==> src/rtl/tpe_pkg.sv <==
// Shared types and constants of the thermal palette equaliser.
// No dependencies; used by every other file of the block.
`timescale 1ns / 1ps
`default_nettype none
package tpe_pkg;

    localparam int LW     = 14;              // level width
    localparam int NW     = LW + 1;          // occupied-level count width
    localparam int DW     = NW + LW;         // gap divisor width
    localparam int AW     = 2;               // config index width
    localparam logic [LW-1:0] MAXV = 14'd16383;

    localparam logic [AW-1:0] REG_CLIP_LOW    = 2'd0;
    localparam logic [AW-1:0] REG_CLIP_HIGH   = 2'd1;
    localparam logic [AW-1:0] REG_LINEAR_MODE = 2'd2;

    localparam logic REQ_PIXEL = 1'b0;
    localparam logic REQ_READ  = 1'b1;
    localparam logic KIND_SUMMARY = 1'b0;
    localparam logic KIND_READ    = 1'b1;

    typedef struct packed {
        logic          req_type;
        logic [LW-1:0] pixel_value;
        logic          last_pixel;
        logic [LW-1:0] map_index;
    } in_t;

    typedef struct packed {
        logic          result_kind;
        logic [LW-1:0] frame_min;
        logic [LW-1:0] frame_max;
        logic [LW-1:0] mapped_level;
    } out_t;

endpackage
`default_nettype wire

==> src/rtl/tpe_div.sv <==
// Iterative restoring divider, one quotient bit per cycle.
// Depends on tpe_pkg for widths.
`timescale 1ns / 1ps
`default_nettype none
module tpe_div (
    input  wire logic                    clk,
    input  wire logic                    rst_n,
    input  wire logic                    start,
    input  wire logic [tpe_pkg::LW-1:0]  dividend,
    input  wire logic [tpe_pkg::DW-1:0]  divisor,
    output logic                         done,
    output logic [tpe_pkg::LW-1:0]       quot,
    output logic [tpe_pkg::DW-1:0]       rem
);
    localparam int CW = $clog2(tpe_pkg::LW + 1);

    logic [CW-1:0]            cnt_reg, cnt_next;
    logic                     busy_reg, busy_next;
    logic                     done_reg, done_next;
    logic [tpe_pkg::LW-1:0]   q_reg, q_next;
    logic [tpe_pkg::DW-1:0]   r_reg, r_next;
    logic [tpe_pkg::DW-1:0]   d_reg, d_next;
    logic [tpe_pkg::DW:0]     trial;

    always_comb
    begin
        cnt_next  = cnt_reg;
        busy_next = busy_reg;
        done_next = 1'b0;
        q_next    = q_reg;
        r_next    = r_reg;
        d_next    = d_reg;
        trial     = {r_reg, q_reg[tpe_pkg::LW-1]};
        if (start)
        begin
            busy_next = 1'b1;
            cnt_next  = CW'(tpe_pkg::LW);
            q_next    = dividend;
            r_next    = '0;
            d_next    = divisor;
        end
        else if (busy_reg)
        begin
            // shift in the next dividend bit, subtract where it fits
            q_next = {q_reg[tpe_pkg::LW-2:0], 1'b0};
            if (trial >= {1'b0, d_reg})
            begin
                trial     = trial - {1'b0, d_reg};
                q_next[0] = 1'b1;
            end
            r_next   = trial[tpe_pkg::DW-1:0];
            cnt_next = cnt_reg - 1'b1;
            if (cnt_reg == CW'(1))
            begin
                busy_next = 1'b0;
                done_next = 1'b1;
            end
        end
    end

    always_ff @(posedge clk or negedge rst_n)
    begin
        if (!rst_n)
        begin
            cnt_reg  <= '0;
            busy_reg <= 1'b0;
            done_reg <= 1'b0;
        end
        else
        begin
            cnt_reg  <= cnt_next;
            busy_reg <= busy_next;
            done_reg <= done_next;
        end
    end

    always_ff @(posedge clk)
    begin
        q_reg <= q_next;
        r_reg <= r_next;
        d_reg <= d_next;
    end

    assign done = done_reg;
    assign quot = q_reg;
    assign rem  = r_reg;
endmodule
`default_nettype wire

==> config.mk <==
export PLATFORM = sky130hd
export DESIGN_NAME = tpe_div
export DESIGN_NICKNAME = d
export VERILOG_FILES = /design/src/rtl/tpe_pkg.sv /design/src/rtl/tpe_div.sv
export SDC_FILE = /design/constraint.sdc
export NUM_CORES = 1
export LEC_CHECK = 0
export BUFFER_PORTS_ARGS = -buffer_cell sky130_fd_sc_hd__buf_2
export CORE_UTILIZATION = 50
export DETAILED_ROUTE_END_ITERATION = 8
export PLACE_DENSITY = 0.83
export SLEW_MARGIN = 10
export SYNTH_ARGS = -nofsm -noshare
export SYNTH_HDL_FRONTEND = slang
export SYNTH_SLANG_ARGS = --single-unit
==> constraint.sdc <==
create_clock -name clk -period 3.6 [get_ports clk]
set_clock_uncertainty 0.15 [all_clocks]
set_input_delay 0.18 -clock clk [delete_from_list [all_inputs] [get_ports clk]]
set_output_delay 0.18 -clock clk [all_outputs]
set_load 0.1 [all_outputs]
### Word level (Yosys, flattened, before mapping)

Cells that the tools add are included.

| cells by class | value |
|---|---|
| mux-type cells | 12 |
| magnitude comparators | 1 |
| reduce and logical (&&, ||, !) cells | 1 |
| eq/ne operators | 1 |
| add/sub/neg operators | 2 |

Operators by type and width:

| cell | count |
|---|---|
| $ge 30x29->1 | 1 |
| $mux 29 | 1 |
| $sub 29x29->29 | 1 |
| $mux 14 | 2 |
| $mux 4 | 2 |
| $mux 1 | 7 |
| $eq 4x1->1 const B | 1 |
| $sub 4x1->4 const B | 1 |
| $reduce_bool 2->1 | 1 |

| storage, ports and cells | value |
|---|---|
| logic and storage cells | 23 |
| bits in registers | 78 |
| input port bits | 46 |

### Depth between registers and ports, before layout

| logic depth | value |
|---|---|
| depth after elaboration | 4 |
| gate-level depth with buffers | 13 |
| mapped depth without buffers | 12 |

### Worst setup path after synthesis

OpenSTA, ideal clock, no wires.

| timing | value |
|---|---|
| path kind | register to register |
| start | register r_reg, in the netlist rem[18] |
| end | register q_reg, in the netlist quot[0] (data pin) |
| stages on the path, launching flop included | 11 |
| setup slack | 0.265 ns |
| arrival time | 2.925 ns |
| data required time | 3.190 ns |
| library setup time | 0.260 ns |
| path through | dfxtp_1 -> ha_1 -> buf_2 -> a21o_1 -> a21oi_1 -> nor2b_1 -> a311oi_4 -> and3_4 -> nor2_8 -> buf_4 -> mux2_2 |

| between the ends | value |
|---|---|
| longest elaborated chain between the ends | 4 |

Ends and longest elaborated chain:

| element | line | text |
|---|---|---|
| start, declared | tpe_div.sv:21 | `logic [tpe_pkg::DW-1:0] r_reg, r_next;` |
| start signal, assigned | tpe_div.sv:80 | `r_reg <= r_next;` |
| $ge 30x29->1 | tpe_div.sv:46 | `if (trial >= {1'b0, d_reg})` |
| $mux 1 | tpe_div.sv:46 |  |
| $mux 14 | tpe_div.sv:42 | `else if (busy_reg)` |
| $mux 14 | tpe_div.sv:34 | `if (start)` |
| via q_next, one bit | tpe_div.sv:20 | `logic [tpe_pkg::LW-1:0] q_reg, q_next;` |
| end signal, assigned | tpe_div.sv:79 | `q_reg <= q_next;` |
| end, declared | tpe_div.sv:20 |  |

The timed path passes the listed nets, and every way through them passes these cells. The select of a mux whose other input is x is not followed.
A chain may end at the register's enable or synchronous reset.

### Final worst setup path

| timing | value |
|---|---|
| start | register q_reg, in the netlist quot[13] |
| end | register r_reg, in the netlist rem[11] |

| between the ends | value |
|---|---|
| longest elaborated chain between the ends | 2 |
| elaborated cells on any way between the ends | 3 |

Ends and longest elaborated chain:

| element | line |
|---|---|
| $sub 29x29->29 or $ge 30x29->1 (tied branches) | tpe_div.sv:48, tpe_div.sv:46 |
| $mux 29 (*) | tpe_div.sv:46 |

Every way passes the cells marked *; elsewhere a longest branch is shown, timed or not.

==> flow_metrics.env <==
export IMPL_synth_cells=505
export IMPL_critPathRequiredTime_ns=3.71
export IMPL_ff_latch_area_mm2=0.00202
export IMPL_slew_limit_headroom=0.490
export IMPL_dr_total_vias=4238
export IMPL_r2r_start="quot[13]$_DFFE_PP_"
export IMPL_synth_mux_area_fraction=0.0397
export IMPL_synth_top_area_cell="edfxtp_1"
export IMPL_ios=90
export IMPL_grt_pass1_vias=4142
export IMPL_pre_cts_ws_ns=0.516
export IMPL_grt_remaining_overflow=0
export IMPL_die_area_mm2=0.00985
export IMPL_wire_per_inst_um=15.3
export IMPL_critPathKind="reg -> reg"
export IMPL_fill_cells=748
export IMPL_n_antenna_cell=0
export IMPL_place_area_mm2=0.00522
export IMPL_row_count=35
export IMPL_seq_area_frac_synth=0.427
export IMPL_clk_pin_slew_worst_paths_ns=0.09
export IMPL_cp_end_kind="register"
export IMPL_post_route_cells_drive_above_1_share=0.208
export IMPL_cts_tree="built"
export IMPL_ant_nets=0
export IMPL_maxSlewViolCount=0
export IMPL_finalInstanceArea_mm2=0.00585
export IMPL_die_y_um=99.3
export IMPL_htree_levels=3
export IMPL_dieWidth_um=99.3
export IMPL_fin_setup_tns_ns=0
export IMPL_grtUsageTotal=0.242
export IMPL_p_leak_nw=2.68
export IMPL_synth_cell_types=61
export IMPL_rsz0062_at_grt="false"
export IMPL_status="finished clean"
export IMPL_initial_core_util=0.514
export IMPL_drt_initial_drc_count=224
export IMPL_max_freq_mhz=319
export IMPL_synth_top_cells_by_count="68 x nand2_1, 43 x edfxtp_1, 41 x inv_1"
export IMPL_rr_worst_depth=12
export IMPL_period_needed_ns=3.13
export IMPL_power_mw=2.09
export IMPL_synth_compound_area_frac=0.186
export IMPL_multi_input_area_mm2=0.00244
export IMPL_period_share=0.870
export IMPL_synth_top_area_frac=0.273
export IMPL_post_synth_top_count_cell="nand2_1"
export IMPL_wirelength_mm=11.4
export IMPL_hold_class="in -> async"
export IMPL_setup_viol=0
export IMPL_cts_made_buffers=9
export IMPL_reg2reg_slack_ns=0.47
export IMPL_ys_warn_count=0
export IMPL_layout_nets=707
export IMPL_cts_sinks=78
export IMPL_netlist_area_mm2=0.00473
export IMPL_root_buffer="clkbuf_8"
export IMPL_synth_edf_count=43
export IMPL_peakVddDrop_mv=0.223
export IMPL_async_reset_ff_frac=0.0769
export IMPL_maxCapViolations=0
export IMPL_core_area_mm2=0.00920
export IMPL_vias_per_cell=5.69
export IMPL_clk_latency_ns=0.36
export IMPL_areaGrowthSynthToFinish_pct=23.6
export IMPL_synth_top_family_by_area="compound AO/OA/AOI/OAI gates"
export IMPL_crit_fanout=26
export IMPL_cts_resized=0
export IMPL_cts_buffer_depth=2
export IMPL_hold_violations=0
export IMPL_grt_pass1_wl_mm=19.2
export IMPL_avgSynthCellArea_um2=9.37
export IMPL_timing_final_ws_setup_ns=0.469
export IMPL_cp_arrival_ns=3.24
export IMPL_port_buffers=89
export IMPL_antenna_found_initial=0
export IMPL_synthFlopType="edfxtp_1"
export IMPL_ys_top_cells_by_area="edfxtp_1 27%, dfxtp_1 12%, ha_1 8.2%"
export IMPL_startpoint_type="register"
export IMPL_yosys_area_share_simple=0.162
export IMPL_routabilityCongestion=0.940
export IMPL_r2r_end="rem[11]$_SDFFE_PP0P_"
export IMPL_route_detailed_drc=0
export IMPL_grt_max_degree=40
export IMPL_max_slew_worst_pin_slew_ns=0.765
export IMPL_powerDensity_mw_per_mm2=357
export IMPL_place_hpwl_mm=7.72
export IMPL_synth_seq_cells=78
export IMPL_synthXorXnorAreaFrac=0.0407
export IMPL_syn_nets=583
export IMPL_synthAdderAreaFrac=0.0862
export IMPL_dr_pass1_iters=4
## worst max-delay path, stage by stage (launching register included)
cell and delay (ns):
edfxtp_1 0.41, inv_1 0.08, ha_1 0.16, inv_1 0.05
fa_1 0.41, a21oi_2 0.20, o211ai_2 0.14, nand4_1 0.15
a21o_1 0.22, nand3_2 0.13, nand2_2 0.47, nand2_1 0.12
a311oi_1 0.32
## per-layer routing
| metal | part of all wire | global-route usage | vias up |
|---|---|---|---|
| met5 | 0 | 0 | - |
| met2 | 0.49 | 0.405 | 130 |
| met4 | 0.027 | 0.112 | 0 |
| li1 | - | - | 2060 |
| met1 | 0.43 | 0.304 | 2017 |
| met3 | 0.050 | 0.0450 | 31 |
## cell families (layout without fill, tap and decap cells)
family	count (synthesis)	in the layout
AND/OR/NAND/NOR	165	165
AO/OA/AOI/OAI	127	127
flip-flops	78	78
buffers and inverters	64	193
adder cells (fa/ha/maj)	32	32
XOR/XNOR	22	22
multiplexers	17	17
## report_power, final
group / switching [mW] / leakage [nW] / internal, mW
Clock: 0.333 / 0.0941 / 0.318
Combinational: 0.276 / 1.85 / 0.142
Sequential: 0.0239 / 0.732 / 0.992
Total: 0.633 / 2.68 / 1.45
## area by class of cell
class | instances | area share
Inverter | 42 | 0.0270
Tap cell | 111 | 0.0238
Clock buffer | 10 | 0.0218
Clock inverter | 6 | 0.0103
Multi-Input combinational cell | 363 | 0.417
Timing Repair Buffer | 135 | 0.154
Sequential cell | 78 | 0.346
## metrics by stage
stage / instances / hold slack, ns / util
after floorplan: 505 / -0.266 / -
final: 745 / 0.00392 / 0.636
after detailed placement: 685 / -0.142 / 0.567
after CTS: 745 / 0.00466 / 0.636
after global placement: 685 / -0.142 / 0.567
after global routing: 745 / 0.0206 / 0.636
## worst max path at each step
stage,startpoint,to,slack [ns],cells after the start
after floorplan,rem[18]$_SDFFE_PP0P_,quot[0]$_DFFE_PP_,0.27,10
after global placement,quot[13]$_DFFE_PP_,rem[24]$_SDFFE_PP0P_,0.73,12
after detailed placement,quot[13]$_DFFE_PP_,rem[1]$_SDFFE_PP0P_,0.52,12
after CTS,quot[13]$_DFFE_PP_,rem[11]$_SDFFE_PP0P_,0.49,12
after global routing,quot[13]$_DFFE_PP_,rem[11]$_SDFFE_PP0P_,0.27,12
final,quot[13]$_DFFE_PP_,rem[11]$_SDFFE_PP0P_,0.47,12
## cells in the final DEF, fill, tap and decap left out, drive strengths merged, types with 2 or more instances in the layout
cell type    count
a211o            4
a211oi           3
a21boi           3
a21o             9
a21oi           33
a311oi          24
a31oi            5
and3             7
buf             91
clkbuf          10
clkinv           4
dfrtp            6
dfxtp           29
dlygate4sd3     44
edfxtp          43
ha              31
inv             42
mux2            14
mux2i            3
nand2           69
nand2b           7
nand3           18
nand3b           2
nand4            5
nor2            41
nor2b            4
nor3             3
nor3b            2
nor4             2
o211ai           4
o21a             2
o21ai           25
o21bai           3
o22ai            3
or2              2
or3              2
xnor2           18
xor2             4
## repair_timing
item                                   4_1_cts  5_1_grt
buffers inserted                             0        0
hold buffers                                44        0
endpoints found under the hold margin       49        0
Power figures use the tool's default switching activity.
